**config.mk**
```make
export PLATFORM = sky130hd
export DESIGN_NAME = mbpb_sqrt_step
export DESIGN_NICKNAME = d
export VERILOG_FILES = /design/src/hw/rtl/mbpb_pkg.sv /design/src/hw/rtl/mbpb_sqrt_step.sv
export SDC_FILE = /design/constraint.sdc
export NUM_CORES = 1
export LEC_CHECK = 0
export BUFFER_PORTS_ARGS = -buffer_cell sky130_fd_sc_hd__buf_4
export CAP_MARGIN = 20
export CORE_AREA = 2 2 326 328
export DETAILED_ROUTE_END_ITERATION = 7
export DIE_AREA = 0 0 328 330
export SYNTH_ARGS = -nofsm -noshare
export SYNTH_HDL_FRONTEND = slang
export SYNTH_SLANG_ARGS = --single-unit
```
**constraint.sdc**
```tcl
create_clock -name clk_i -period 1 [get_ports clk_i]
set_clock_uncertainty 0.1 [all_clocks]
set_input_delay 0.15 -clock clk_i [delete_from_list [all_inputs] [get_ports clk_i]]
set_output_delay 0.15 -clock clk_i [all_outputs]
set_load 0.01 [all_outputs]
```
**src/hw/rtl/mbpb_pkg.sv**
```systemverilog
`timescale 1ns / 1ps
// ----------------------------------------------------------------------------
// mbpb_pkg
// Shared types, constants and helpers of the masked bone pose blend pipeline.
// ----------------------------------------------------------------------------
package mbpb_pkg;

  localparam int unsigned MAX_BONES_DEF  = 256;
  localparam int unsigned MASK_BONES_DEF = 32;

  // Configuration register indexes
  localparam logic [7:0] REG_BONE_MASK    = 8'd0;
  localparam logic [7:0] REG_BLEND_WEIGHT = 8'd1;

  localparam logic [31:0] BONE_MASK_RST = 32'hFFFF_FFFF;
  localparam logic [15:0] WEIGHT_RST    = 16'd0;
  localparam logic [15:0] ONE_Q15       = 16'd32768;
  localparam logic [63:0] ID_QUAT       = {16'd16384, 48'd0};

  localparam int unsigned SQRT_STEPS = 32;
  localparam int unsigned QUO_BITS   = 16;

  // Per-bone data carried alongside the rotation arithmetic
  typedef struct packed {
    logic        blend;
    logic        last;
    logic        zero;
    logic [3:0]  neg;
    logic [63:0] base_rot;
    logic [47:0] pos;
    logic [47:0] scl;
  } side_t;

  typedef struct packed {
    side_t           side;
    logic [3:0][30:0] mag;
    logic [63:0]     rem;
    logic [63:0]     root;
  } sqrt_t;

  typedef struct packed {
    side_t            side;
    logic [32:0]      dvs;
    logic [3:0][47:0] rem;
    logic [3:0][15:0] quo;
  } div_t;

  function automatic logic [15:0] sat16(input logic signed [17:0] x);
    logic [15:0] r;
    if (x > 18'sd32767) r = 16'h7FFF;
    else if (x < -18'sd32768) r = 16'h8000;
    else r = x[15:0];
    return r;
  endfunction

endpackage

```
**src/hw/rtl/mbpb_sqrt_step.sv**
```systemverilog
`timescale 1ns / 1ps
// ----------------------------------------------------------------------------
// mbpb_sqrt_step
// One registered iteration of the integer square root, one root bit per stage.
// ----------------------------------------------------------------------------
module mbpb_sqrt_step import mbpb_pkg::*; #(
  parameter int unsigned STEP = 0
) (
  input  logic  clk_i,
  input  logic  rst_ni,
  input  logic  en_i,
  input  logic  valid_i,
  input  sqrt_t data_i,
  output logic  valid_o,
  output sqrt_t data_o
);

  localparam logic [63:0] BITV = 64'd1 << (62 - 2 * STEP);

  sqrt_t       data_d;
  logic [63:0] trial;

  always_comb begin
    data_d = data_i;
    trial  = data_i.root + BITV;
    if (data_i.rem >= trial) begin
      data_d.rem  = data_i.rem - trial;
      data_d.root = (data_i.root >> 1) + BITV;
    end else begin
      data_d.root = data_i.root >> 1;
    end
  end

  always_ff @(posedge clk_i or negedge rst_ni) begin
    if (!rst_ni) begin
      valid_o <= 1'b0;
    end else if (en_i) begin
      valid_o <= valid_i;
    end
  end

  always_ff @(posedge clk_i) begin
    if (en_i) begin
      data_o <= data_d;
    end
  end

endmodule

```
==> results.toml <==
[critical_path]
critical_path.max_stage_delay_ps = 380
critical_path_class = "input pin to flop"
reg2reg_depth = 1
path_buf_inv = 5
start_kind = "input pin"
endpoint_kind = "flop"
slowest_stage = "o211ai_1"
worstPathCellList = "buf_4 > ha_1 > a21oi_1 > o21ai_0 > or2_2 > a41o_1 > o211ai_1 > a31oi_4 > buf_12 > buf_12 > buf_12 > buf_16 > mux2_4"
cp_max_fo = 8
cp.arrival_ps = 2970
worstPathRequired_ps = 1270
cp_num_cells = 13
crit_top_cell = "buf_12"
cp_top_family = "compound AO/OA/AOI/OAI gates"

[route]
dr_total_vias = 17500
drt_iter0_drc = 1162
drt_pass1_iterations = 5
avgViaCountPerCell = 4.05
ant_nets = 0
avgRoutedWirePerCell_um = 24.6
route.detailed.drc = 0
postRouteWirelength_mm = 107

[logic_synthesis]
synthCells = 1212
synthesis.area_mm2 = 0.0179
ys_ff_latch = 420
synthArstFlopShare_pct = 0.238
synth_nets = 1700
ys_seq_area_share_pct = 70.6
ys_types = 68
syn_avg_cell_area_um2 = 14.7
yosysWarnings = 0
synth_edf_count = 419
ys.flop_type = "edfxtp_1"

[layout]
final_cell_mix = "789 x buf_4, 421 x dlygate4sd3_1, 419 x edfxtp_1"
regArea_mm2 = 0.0126
nNetsFinal = 3383
multi_input_area_mm2 = 0.00546
num-fill-cells = 10000
areaGrowthSynthToFinish_pct = 111
post-route-util_pct = 35.9
drive_gt1_share_pct = 50.3
final_common_cell = "buf_4"

[global_routing]
gr-usage-met2_pct = 30.3
grt_antenna_before_repair = 25
first_global_vias = 18300
grt_max_degree = 30
grt_use_total_pct = 18.7
top_usage_layer = "met2"
grt_pass1_wl_mm = 142
grt-ovfl-total = 0
use_met1_pct = 22.2
use_met3_pct = 7.21

[sta]
final.min_clock_period_ps = 2710
hold_viol_final = 3
relSlewSlack_pct = 62.5
drv_slew = 0
rsz0062_at_grt = "yes"
final-setup-viol-count = 906
worst_pin_slew_ps = 560
hold_ws_ps = -317
max_freq_mhz = 369
setup_ws_ps = -1710
fin_crit_sh_pct = 271

[pwr]
vdd_ir_drop_max_mv = 1.46
p_leak_nw = 16.1
total_power_w = 0.0588
p_per_area_mw_per_mm2 = 1560

[cts]
cts_tree = "done"
cts.sinks = 420
cts_max_level = 2
numCtsBuffers = 54
cts_root_buf = "clkbuf_16"
path_clk_slew_ps = 60
clk_latency_ps = 660
clockBufferDepth = 3

[hold_path]
holdCritPathClass = "input pin to flop"
hold_depth = 2

[placement]
io_buffers = 842
gp_congestion = 0.911
pre_cts_ws_ps = -2550
dp_hpwl_mm = 82.8

[floorplanning]
die_height_um = 330
start_util_pct = 17.1
dieArea_mm2 = 0.108
rows = 119
pin_count = 843
core_area_mm2 = 0.105
die_w_um = 328

[status]
violations = "negative hold slack, negative setup slack"
status = "finished, violations left"

[run]
cap_violations = 0
[kinds of logic after synthesis]
| group | count (synthesis) | synth area share [%] |
|---|---|---|
| AO/OA/AOI/OAI | 272 | 9.76 |
| AND/OR/NAND/NOR | 223 | 6.09 |
| adder cells (fa/ha/maj) | 65 | 4.60 |
| XOR/XNOR | 56 | 2.75 |
| multiplexers | 53 | 3.34 |
| flip-flops | 420 | 70.6 |
| buffers and inverters | 123 | 2.85 |
[cells in the mapped netlist, drive strengths merged, types with 8 or more instances]
| cell type | instances | area, µm² |
|---|---|---|
| o21ai | 51 | 255 |
| xor2 | 17 | 149 |
| nor2 | 61 | 231 |
| nand3 | 10 | 50.1 |
| inv | 87 | 327 |
| xnor2 | 39 | 342 |
| clkbuf | 25 | 93.8 |
| o21bai | 17 | 128 |
| nor3 | 17 | 90.1 |
| nand2 | 69 | 259 |
| ha | 64 | 801 |
| buf | 11 | 87.6 |
| mux2 | 52 | 586 |
| nand4 | 21 | 131 |
| o211ai | 8 | 60.1 |
| a21o | 41 | 308 |
| a21oi | 101 | 505 |
| edfxtp | 419 | 12600 |
[final timing paths]
path / from / slack [ps] / to
max: data_i[89] / -1710 / data_o[87]
min: data_i[1] / -320 / data_o[0]
max reg2reg: valid_o / 120 / valid_o
min reg2reg: valid_o / 470 / valid_o
max in group asynchronous: rst_ni / 470 / valid_o
min in group asynchronous: rst_ni / 230 / valid_o
[per-layer routing]
| metal | part of all wire, % | vias up |
|---|---|---|
| li1 | - | 7974 |
| met1 | 39 | 8591 |
| met2 | 46 | 783 |
| met3 | 10 | 157 |
| met4 | 4.3 | 22 |
| met5 | 0.14 | - |
[cell type report]
| cell class | instances | area share, % |
|---|---|---|
| clock buffer | 58 | 3.63 |
| timing repair buffer | 1663 | 41.4 |
| multi-input combinational | 669 | 14.5 |
| sequential | 420 | 33.5 |
| inverter | 87 | 0.909 |
| clock inverter | 42 | 1.32 |
| tap | 1391 | 4.63 |
| antenna | 2 | 0.0133 |
[metrics by stage]
step / area [µm²] / instances / setup TNS (ps)
detailed placement: 28900 / 3782 / -212090
global route: 37600 / 4332 / -468320
global placement: 28900 / 3782 / -206530
finish: 37600 / 4332 / -436160
CTS: 37000 / 4319 / -438180
floorplan: 18100 / 1212 / -118210
[state kept, by name, indices dropped and copies added, names as in the netlist]
name	count
data_o	419
valid_o	1
[repair_timing]
action / 4_1_cts / 5_1_grt
resized for setup: 453 / 105
hold buffers: 421 / 1
gates cloned: 4 / 4
setup endpoints to repair: 486 / 906
setup buffers: 14 / 7
pin swaps: 15 / 15
hold endpoints to repair: 513 / 34
[power breakdown]
part,internal (W),switching [W]
clock,0.0121,0.00859
combinational,0.00890,0.00700
sequential,0.0213,0.000911
total,0.0423,0.0165
Note: power is estimated with default switching activity, not from simulation.
