==> src/hw/rtl/mbpb_pkg.sv <==
`timescale 1ns / 1ps
// ----------------------------------------------------------------------------
// mbpb_pkg
// Shared types, constants and helpers of the masked bone pose blend pipeline.
// ----------------------------------------------------------------------------
package mbpb_pkg;

  localparam int unsigned MAX_BONES_DEF  = 256;
  localparam int unsigned MASK_BONES_DEF = 32;

  // Configuration register indexes
  localparam logic [7:0] REG_BONE_MASK    = 8'd0;
  localparam logic [7:0] REG_BLEND_WEIGHT = 8'd1;

  localparam logic [31:0] BONE_MASK_RST = 32'hFFFF_FFFF;
  localparam logic [15:0] WEIGHT_RST    = 16'd0;
  localparam logic [15:0] ONE_Q15       = 16'd32768;
  localparam logic [63:0] ID_QUAT       = {16'd16384, 48'd0};

  localparam int unsigned SQRT_STEPS = 32;
  localparam int unsigned QUO_BITS   = 16;

  // Per-bone data carried alongside the rotation arithmetic
  typedef struct packed {
    logic        blend;
    logic        last;
    logic        zero;
    logic [3:0]  neg;
    logic [63:0] base_rot;
    logic [47:0] pos;
    logic [47:0] scl;
  } side_t;

  typedef struct packed {
    side_t           side;
    logic [3:0][30:0] mag;
    logic [63:0]     rem;
    logic [63:0]     root;
  } sqrt_t;

  typedef struct packed {
    side_t            side;
    logic [32:0]      dvs;
    logic [3:0][47:0] rem;
    logic [3:0][15:0] quo;
  } div_t;

  function automatic logic [15:0] sat16(input logic signed [17:0] x);
    logic [15:0] r;
    if (x > 18'sd32767) r = 16'h7FFF;
    else if (x < -18'sd32768) r = 16'h8000;
    else r = x[15:0];
    return r;
  endfunction

endpackage

==> src/hw/rtl/mbpb_div_step.sv <==
`timescale 1ns / 1ps
// ----------------------------------------------------------------------------
// mbpb_div_step
// One registered restoring-division step, one quotient bit for all four lanes.
// ----------------------------------------------------------------------------
module mbpb_div_step import mbpb_pkg::*; #(
  parameter int unsigned QBIT = 0
) (
  input  logic clk_i,
  input  logic rst_ni,
  input  logic en_i,
  input  logic valid_i,
  input  div_t data_i,
  output logic valid_o,
  output div_t data_o
);

  div_t        data_d;
  logic [47:0] dk;

  always_comb begin
    data_d = data_i;
    dk     = {15'd0, data_i.dvs} << QBIT;
    for (int k = 0; k < 4; k++) begin
      if (data_i.rem[k] >= dk) begin
        data_d.rem[k]       = data_i.rem[k] - dk;
        data_d.quo[k][QBIT] = 1'b1;
      end
    end
  end

  always_ff @(posedge clk_i or negedge rst_ni) begin
    if (!rst_ni) begin
      valid_o <= 1'b0;
    end else if (en_i) begin
      valid_o <= valid_i;
    end
  end

  always_ff @(posedge clk_i) begin
    if (en_i) begin
      data_o <= data_d;
    end
  end

endmodule

==> config.mk <==
export PLATFORM = sky130hd
export DESIGN_NAME = mbpb_div_step
export DESIGN_NICKNAME = d
export VERILOG_FILES = /design/src/hw/rtl/mbpb_pkg.sv /design/src/hw/rtl/mbpb_div_step.sv
export SDC_FILE = /design/constraint.sdc
export NUM_CORES = 1
export LEC_CHECK = 0
export ABC_AREA = 1
export ABC_CLOCK_PERIOD_IN_PS = 800
export BUFFER_PORTS_ARGS = -buffer_cell sky130_fd_sc_hd__buf_2
export CORE_AREA = 2 2 352 354
export CTS_BUF_LIST = sky130_fd_sc_hd__clkbuf_4 sky130_fd_sc_hd__clkbuf_8
export CTS_CLUSTER_SIZE = 10
export DETAILED_ROUTE_END_ITERATION = 7
export DIE_AREA = 0 0 354 356
export GPL_ROUTABILITY_DRIVEN = 0
export PLACE_DENSITY_LB_ADDON = 0.2
export SYNTH_ARGS = -nofsm -noshare
export SYNTH_HDL_FRONTEND = slang
export SYNTH_SLANG_ARGS = --single-unit
==> constraint.sdc <==
create_clock -name clk_i -period 0.8 [get_ports clk_i]
set_input_delay 0.2 -clock clk_i [delete_from_list [all_inputs] [get_ports clk_i]]
set_output_delay 0.2 -clock clk_i [all_outputs]
set_load 0.01 [all_outputs]
==> flow_summary.html, run 1 <==
<table>
<tr><th>Metric</th><th>Value</th></tr>
<tr><th colspan="2">Clock network</th></tr>
<tr><td>H-tree depth</td><td>3</td></tr>
<tr><td>Clk pin slew, worst setup/hold paths</td><td>60 ps</td></tr>
<tr><td>Maximum buffer depth of the clock tree</td><td>3</td></tr>
<tr><td>Clock tree from TritonCTS</td><td>done</td></tr>
<tr><td>Cts bufs inserted</td><td>between 80 and 90</td></tr>
<tr><td>Cell at the root of the clock tree</td><td>clkbuf_8</td></tr>
<tr><td>Clock latency at the later pin of the worst-skew pair</td><td>750 ps</td></tr>
<tr><td>CTS sink cnt</td><td>457</td></tr>
<tr><th colspan="2">Global route</th></tr>
<tr><td>Initial antenna violation count</td><td>between 40 and 50</td></tr>
<tr><td>Wire length of the first global-routing pass</td><td>240200 um</td></tr>
<tr><td>Maximum number of pins on one net before global-route repair</td><td>32</td></tr>
<tr><td>Total track usage</td><td>approximately a quarter</td></tr>
<tr><td>Residual overflow from global routing</td><td>0</td></tr>
<tr><td>Via count of the first global-routing pass</td><td>35500</td></tr>
<tr><th colspan="2">Timing</th></tr>
<tr><td>Hold Violations, Final</td><td>0</td></tr>
<tr><td>Final period util</td><td>225.9%</td></tr>
<tr><td>Clock tree skew after final layout</td><td>0 ps</td></tr>
<tr><td>Highest clock frequency the design can meet</td><td>about 550 MHz</td></tr>
<tr><td>Total of endpoints with negative setup slack in the final report</td><td>1110</td></tr>
<tr><td>Worst Tran Pin Value</td><td>574.3 ps</td></tr>
<tr><td>RSZ-0062 raised after global routing</td><td>true</td></tr>
<tr><td>Smallest setup slack after layout</td><td>-1007 ps</td></tr>
<tr><td>Final number of max-transition violations</td><td>0</td></tr>
<tr><td>Min Tclk post-route</td><td>1807 ps</td></tr>
<tr><td>Headroom to the max-slew limit</td><td>roughly three fifths</td></tr>
<tr><th colspan="2">Yosys</th></tr>
<tr><td>Syn_nets</td><td>4728</td></tr>
<tr><td>Proportion of synthesized chip area in sequential cells</td><td>45.07%</td></tr>
<tr><td>Number of distinct standard cells referenced by the synthesized netlist</td><td>36</td></tr>
<tr><td>Post-synthesis average cell area</td><td>7.367 sq um</td></tr>
<tr><td>Top cells by count, synth</td><td>nand2_1 (1754), inv_1 (778), edfxtp_1 (456)</td></tr>
<tr><td>Fraction of synthesized cell area taken by the top area cell type</td><td>44.98%</td></tr>
<tr><td>Number of flops mapped to enable cells by yosys</td><td>approximately 460</td></tr>
<tr><td>Async set or reset register ratio after synthesis</td><td>less than 1%</td></tr>
<tr><td>Leading area contributor after synthesis</td><td>edfxtp_1</td></tr>
<tr><td>Flip-flop cell with the highest count after synthesis</td><td>edfxtp_1</td></tr>
<tr><td>Total standard cell area after synthesis</td><td>30440 sq um</td></tr>
<tr><td>Synth area leaders</td><td>edfxtp_1 (45%), nand2_1 (22%), inv_1 (9.6%)</td></tr>
<tr><td>Yosys Warn Count</td><td>0</td></tr>
<tr><td>Flops &amp; latches, synth</td><td>457</td></tr>
<tr><td>Post-synthesis cell count</td><td>4132</td></tr>
<tr><td>Dominant cell by count in the synthesized netlist</td><td>nand2_1</td></tr>
<tr><th colspan="2">Worst hold path</th></tr>
<tr><td>Class of the most critical hold timing path</td><td>in2reg</td></tr>
<tr><td>Number of stages on the worst hold path</td><td>6</td></tr>
<tr><th colspan="2">Floorplan</th></tr>
<tr><td>Die Width</td><td>around 350 um</td></tr>
<tr><td>Total number of placement rows</td><td>between 100 and 150</td></tr>
<tr><td>Ports</td><td>917</td></tr>
<tr><td>Total Die Area</td><td>roughly 130000 sq um</td></tr>
<tr><td>Die Span Y</td><td>356 um</td></tr>
<tr><td>Core footprint</td><td>122700 sq um</td></tr>
<tr><td>Initial standard-cell utilization of the core</td><td>24.82%</td></tr>
<tr><th colspan="2">Place</th></tr>
<tr><td>Half-perimeter wire length after detailed placement</td><td>about 140000 um</td></tr>
<tr><td>Pre-CTS worst setup slack</td><td>-1897 ps</td></tr>
<tr><td>Placed standard-cell area</td><td>roughly 44000 sq um</td></tr>
<tr><td>Buffers on Ports</td><td>a little over 900</td></tr>
<tr><th colspan="2">Routing</th></tr>
<tr><td>Drt via density</td><td>4.421</td></tr>
<tr><td>Total detailed-routing wirelength</td><td>175200 um</td></tr>
<tr><td>Pre-Repair DR Iteration Count</td><td>6</td></tr>
<tr><td>Detailed-route DRC error count</td><td>0</td></tr>
<tr><td>Routed wirelength normalized by instance count</td><td>21.39 um</td></tr>
<tr><td>Via total after detailed routing</td><td>36220</td></tr>
<tr><td>Routed Antenna Nets</td><td>0</td></tr>
<tr><td>Initial DRC Count</td><td>2474</td></tr>
<tr><th colspan="2">Setup path</th></tr>
<tr><td>CP startpoint kind</td><td>input pin</td></tr>
<tr><td>Sort of element at the end of the critical path</td><td>flop</td></tr>
<tr><td>Cell count of the worst reg-to-reg path</td><td>1</td></tr>
<tr><td>Critical path data required time</td><td>1420 ps</td></tr>
<tr><td>Endpoint arrival time on the critical path</td><td>2430 ps</td></tr>
<tr><td>Worst setup path class</td><td>in2reg</td></tr>
<tr><td>Reg-to-reg setup timing slack</td><td>about 50 ps</td></tr>
<tr><td>Max Fanout on Critical Path</td><td>7</td></tr>
<tr><th colspan="2">Outcome</th></tr>
<tr><td>Result of the run</td><td>finished with violations</td></tr>
<tr><td>Violated checks</td><td>setup timing</td></tr>
<tr><th colspan="2">Power and ir drop</th></tr>
<tr><td>Cell leakage power</td><td>0.02752 uW</td></tr>
<tr><td>Pwr per Cell Area</td><td>around 1500 nW/um^2</td></tr>
<tr><td>Maximum VDD drop</td><td>1367 uV</td></tr>
<tr><th colspan="2">Finish</th></tr>
<tr><td>Share of cells above drive strength 1</td><td>42.34%</td></tr>
<tr><td>Layout area overhead</td><td>84.48%</td></tr>
<tr><td>Final layout net count</td><td>7068</td></tr>
<tr><td>Design Area, Final</td><td>roughly 56000 sq um</td></tr>
<tr><th colspan="2">Run</th></tr>
<tr><td>Max-cap violation count</td><td>0</td></tr>
</table>
==> area by class of cell <==
cell class,instances,area (sq um)
inverter,786,3012
sequential,457,13720
tap,1637,2048
clock buffer,110,1389
timing repair buffer,2281,18380
clock inverter,54,392.9
fill,12250,66510
multi-input combinational,2857,17200
antenna,10,25.02
==> critical path: stages <==
cell        delay, ps
buf_8              80
clkinvlp_4        160
buf_12            200
buf_6             120
ha_4              270
nand2_4            60
nor2_4            130
nand2_4            80
nor2_4            140
inv_2              50
nor2_4             90
nand2_2            70
buf_6             120
nand4_4           200
buf_12            190
buf_6             120
nand2_2            50
nand2_2            70
==> cells by family after synthesis <==
logic type | share of synthesized area [%]
and+or+nand+nor | 32.78
buffers and inverters | 10.70
DFF | 45.07
AOI/OAI and AO/OA | 3.075
adders and majority gates | 5.689
xor gates and xnor gates | 2.647
muxes | 0.03699
==> per-stage QoR <==
step | instances | TNS [ps] | util, % | power (uW) | hold slack [ps]
2_1_floorplan | 4132 | -219160 | - | 39960 | -95.59
3_3_place_gp | 7440 | -477270 | 35.50 | 54280 | -22.78
3_5_place_dp | 7440 | -481570 | 35.50 | 54210 | -20.71
4_1_cts | 8160 | -698060 | 43.70 | 83490 | -339.9
5_1_grt | 8186 | -722820 | 45.77 | 89390 | 12.26
6_report | 8192 | -689630 | 45.78 | 85340 | 77.71
==> repair_timing <==
action	in CTS	in global routing
endpoints found under the hold margin	503	7
endpoints found under the setup margin	653	1110
pin swaps	136	181
hold buffers	458	7
buffers inserted	80	29
resized for setup	583	721
gates cloned	22	5
==> flip-flops by register name (all words and copies together), names as in the netlist <==
register  flops
data_o      456
valid_o       1
==> final timing paths <==
kind | end | start
min reg2reg | valid_o | valid_o
max in group asynchronous | valid_o | rst_ni
min | data_o[160] | data_i[160]
min in group asynchronous | valid_o | rst_ni
max reg2reg | valid_o | valid_o
max | data_o[133] | data_i[284]
==> per-layer routing <==
layer	global-route usage (%)	wire length [um]	vias up
met3	5.936	13740	306
met2	43.74	80410	1385
li1	-	-	17530
met4	11.74	8828	36
met5	0	309	-
met1	33.14	71930	16960
==> power breakdown <==
part           total (uW)  internal (uW)  switching, uW  leakage [uW]
Sequential          30700          29500           1250       0.00447
Clock               24700          12900          11800      0.000926
Combinational       29900          13700          16300        0.0221
==> cell usage in the layout, fill, tap and decap left out, drive strengths merged, types with 2 or more instances in the layout <==
cell type,Yosys,routed
a21oi,122,122
and2,5,5
buf,32,1812
bufinv,0,4
clkbuf,0,115
clkinv,0,41
clkinvlp,0,8
diode,0,10
dlygate4sd3,0,463
edfxtp,456,456
fa,4,4
ha,132,132
inv,786,787
nand2,1765,1765
nand3,214,214
nand3b,5,5
nand4,47,47
nor2,416,416
nor3,22,22
nor4,2,2
o21ai,11,11
o21bai,9,9
or2,6,6
xnor2,4,4
xor2,88,88
No activity file was read; power rests on OpenSTA's default activity.
==> inputs of run 2 (changes only) <==
- CELL_PAD_IN_SITES_DETAIL_PLACEMENT: unset -> 1
- CELL_PAD_IN_SITES_GLOBAL_PLACEMENT: unset -> 1
- CORE_AREA: 2 2 352 354 -> 2 2 362 364
- DIE_AREA: 0 0 354 356 -> 0 0 364 366
==> run 2 against run 1 <==
Compared with the run above:
- the run ends with hold timing, setup timing left
- maximum frequency rose by 5.0%
- register-to-register slack about the same
- wire length rose by 14%
- via count up 3.2%
- highest routed layer unchanged
- count of clock-buffer cells in the layout is 9 higher
- hold slack worse by 260 ps
- critical endpoint is now data_o[108]
- design area grew 6.0%
- non-clock buffer count up 150
- sequential power about the same
==> flow_summary.html, run 2 (same netlist as run 1, synthesis figures left out) <==
<table>
<tr><th>Metric</th><th>Value</th></tr>
<tr><th colspan="2">Global route</th></tr>
<tr><td>Initial antenna violation count</td><td>38</td></tr>
<tr><td>Residual overflow from global routing</td><td>0</td></tr>
<tr><td>Maximum number of pins on one net before global-route repair</td><td>47</td></tr>
<tr><td>Total track usage</td><td>29.10%</td></tr>
<tr><td>Wire length of the first global-routing pass</td><td>approximately 280000 um</td></tr>
<tr><td>Via count of the first global-routing pass</td><td>39920</td></tr>
<tr><th colspan="2">Clock network</th></tr>
<tr><td>Cts bufs inserted</td><td>90</td></tr>
<tr><td>Clock tree from TritonCTS</td><td>done</td></tr>
<tr><td>H-tree depth</td><td>3</td></tr>
<tr><td>Maximum buffer depth of the clock tree</td><td>3</td></tr>
<tr><td>CTS sink cnt</td><td>about 460</td></tr>
<tr><td>Cell at the root of the clock tree</td><td>clkbuf_8</td></tr>
<tr><td>Clk pin slew, worst setup/hold paths</td><td>60 ps</td></tr>
<tr><td>Clock latency at the later pin of the worst-skew pair</td><td>around 780 ps</td></tr>
<tr><th colspan="2">Routing</th></tr>
<tr><td>Routed Antenna Nets</td><td>0</td></tr>
<tr><td>Total detailed-routing wirelength</td><td>200500 um</td></tr>
<tr><td>Pre-Repair DR Iteration Count</td><td>5</td></tr>
<tr><td>Drt via density</td><td>4.424</td></tr>
<tr><td>Initial DRC Count</td><td>between 2000 and 2500</td></tr>
<tr><td>Routed wirelength normalized by instance count</td><td>23.72 um</td></tr>
<tr><td>Detailed-route DRC error count</td><td>0</td></tr>
<tr><td>Via total after detailed routing</td><td>37390</td></tr>
<tr><th colspan="2">Setup path</th></tr>
<tr><td>Max Fanout on Critical Path</td><td>7</td></tr>
<tr><td>Maximum cell stage delay along the critical path</td><td>250 ps</td></tr>
<tr><td>Sort of element at the end of the critical path</td><td>flop</td></tr>
<tr><td>Critical path data required time</td><td>between 1000 and 1500 ps</td></tr>
<tr><td>Worst setup path class</td><td>in2reg</td></tr>
<tr><td>CP startpoint kind</td><td>input pin</td></tr>
<tr><td>Master of the slowest instance on the critical path</td><td>ha_4</td></tr>
<tr><td>Endpoint arrival time on the critical path</td><td>approximately 2200 ps</td></tr>
<tr><td>Most frequent cell on the critical path</td><td>nand2_2</td></tr>
<tr><td>Crit path cell chain</td><td>buf_8, clkinvlp_4, buf_12, buf_6, ha_4, nand2_2, nand2_2, inv_2, nand2_2, a21oi_2, nand2_2, nand2_2, nand4_4, clkinv_8, buf_6, buf_12, buf_6, a21oi_2</td></tr>
<tr><th colspan="2">Floorplan</th></tr>
<tr><td>Core footprint</td><td>between 100000 and 150000 sq um</td></tr>
<tr><td>Die Span Y</td><td>366 um</td></tr>
<tr><td>Initial standard-cell utilization of the core</td><td>between 20% and 30%</td></tr>
<tr><td>Ports</td><td>between 900 and 1000</td></tr>
<tr><td>Die Width</td><td>364 um</td></tr>
<tr><td>Total number of placement rows</td><td>132</td></tr>
<tr><td>Total Die Area</td><td>133200 sq um</td></tr>
<tr><th colspan="2">Finish</th></tr>
<tr><td>Final layout net count</td><td>7220</td></tr>
<tr><td>Most common cell after layout, fill and taps aside</td><td>nand2_1</td></tr>
<tr><td>Max reg flops</td><td>456</td></tr>
<tr><td>Layout area overhead</td><td>95.54%</td></tr>
<tr><td>Fillers</td><td>15320</td></tr>
<tr><td>Core occupancy in the finished layout</td><td>46.15%</td></tr>
<tr><td>Most used cells in the layout excluding fill and tap cells</td><td>nand2_1 (1155), buf_4 (861), buf_2 (819)</td></tr>
<tr><td>Register containing the most flip-flops in the final layout</td><td>data_o</td></tr>
<tr><td>Share of cells above drive strength 1</td><td>48.75%</td></tr>
<tr><td>Leading registers by flop count</td><td>data_o (456), valid_o (1)</td></tr>
<tr><th colspan="2">Timing</th></tr>
<tr><td>Clock tree skew after final layout</td><td>0 ps</td></tr>
<tr><td>Hold Violations, Final</td><td>3</td></tr>
<tr><td>Final number of max-transition violations</td><td>0</td></tr>
<tr><td>Headroom to the max-slew limit</td><td>51.52%</td></tr>
<tr><td>Smallest setup slack after layout</td><td>-921.2 ps</td></tr>
<tr><td>Final period util</td><td>215.2%</td></tr>
<tr><td>Worst Tran Pin Value</td><td>724.8 ps</td></tr>
<tr><td>Highest clock frequency the design can meet</td><td>about 580 MHz</td></tr>
<tr><td>Min Tclk post-route</td><td>1721 ps</td></tr>
<tr><td>RSZ-0062 raised after global routing</td><td>true</td></tr>
<tr><td>Hold Slack</td><td>-183.5 ps</td></tr>
<tr><td>Total of endpoints with negative setup slack in the final report</td><td>789</td></tr>
<tr><th colspan="2">Power and ir drop</th></tr>
<tr><td>Pwr per Cell Area</td><td>roughly 1500 nW/um^2</td></tr>
<tr><td>Maximum VDD drop</td><td>1202 uV</td></tr>
<tr><td>Cell leakage power</td><td>between 0.02 and 0.03 uW</td></tr>
<tr><th colspan="2">Place</th></tr>
<tr><td>Half-perimeter wire length after detailed placement</td><td>154500 um</td></tr>
<tr><td>Buffers on Ports</td><td>~900</td></tr>
<tr><td>Pre-CTS worst setup slack</td><td>-2022 ps</td></tr>
<tr><th colspan="2">Outcome</th></tr>
<tr><td>Violated checks</td><td>hold timing, setup timing</td></tr>
<tr><td>Result of the run</td><td>finished with violations</td></tr>
<tr><th colspan="2">Run</th></tr>
<tr><td>Max-cap violation count</td><td>0</td></tr>
<tr><th colspan="2">Worst hold path</th></tr>
<tr><td>Class of the most critical hold timing path</td><td>in2reg</td></tr>
</table>
run 2: changes by cell type in the layout (fill, tap and decap cells not counted), sizes merged:
cell / change
buf: +143
dlygate4sd3: +11
clkinv: -5
clkbuf: +4
diode: +4
clkinvlp: -2
bufinv: +1
dlymetal6s4s: +1
inv: -1
run 2: stage by stage:
step / std cells / total power, uW / cell area, sq um / TNS, ps
floorplan: 4132 / 39960 / 30590 / -219160
global placement: 7597 / 55440 / 44160 / -510070
detailed placement: 7597 / 55560 / 44160 / -515050
CTS: 8390 / 87170 / 56550 / -568220
global route: 8450 / 93430 / 59510 / -566020
finish: 8453 / 89470 / 59520 / -534290
run 2: what timing repair did:
| item | 4_1_cts | 5_1_grt |
|---|---|---|
| pin swaps | 227 | 229 |
| hold buffers | 470 | 9 |
| resized for setup | 896 | 798 |
| setup buffers | 129 | 67 |
| endpoints found under the hold margin | 539 | 10 |
| setup endpoints to repair | 653 | 789 |
| gates cloned | 35 | 1 |
run 2: final cells by class:
type | count | area [sq um] | share of cell area (%)
antenna | 14 | 35.03 | 0.05886
clock buffer | 119 | 1463 | 2.457
clock inverter | 46 | 409.1 | 0.6874
tap | 1742 | 2180 | 3.662
multi-input combinational | 2857 | 18870 | 31.71
timing repair buffer | 2431 | 19750 | 33.18
timing repair inverter | 1 | 16.27 | 0.02733
inverter | 786 | 3080 | 5.175
sequential | 457 | 13720 | 23.05
run 2: final timing paths:
kind	from	endpoint	slack, ps	depth (start not counted)
worst max register to register	valid_o	valid_o	50	1
max in group asynchronous	rst_ni	valid_o	450	3
min in group asynchronous	rst_ni	valid_o	240	3
worst min register to register	valid_o	valid_o	530	1
worst min-delay path	data_i[111]	data_o[111]	-180	3
worst max-delay path	data_i[267]	data_o[108]	-920	18
run 2: report_power, final:
group,internal (uW),switching (uW)
combinational,14700,18200
sequential,29400,1060
clock,13700,12300
run 2: worst max-delay path: cells and delay by family:
family,cells,cell delay (ps)
AO/OA/AOI/OAI,2,160
adder cells (fa/ha/maj),1,250
buffers and inverters,9,1030
AND/OR/NAND/NOR,6,570
run 2: metal layers:
| layer | vias up | global-route usage (%) | share of wire (%) |
|---|---|---|---|
| met4 | 22 | 14.24 | 5.5 |
| li1 | 17820 | - | - |
| met1 | 18120 | 34.96 | 41 |
| met3 | 334 | 6.464 | 6.3 |
| met2 | 1094 | 48.82 | 47 |
| met5 | - | 0 | 0.080 |
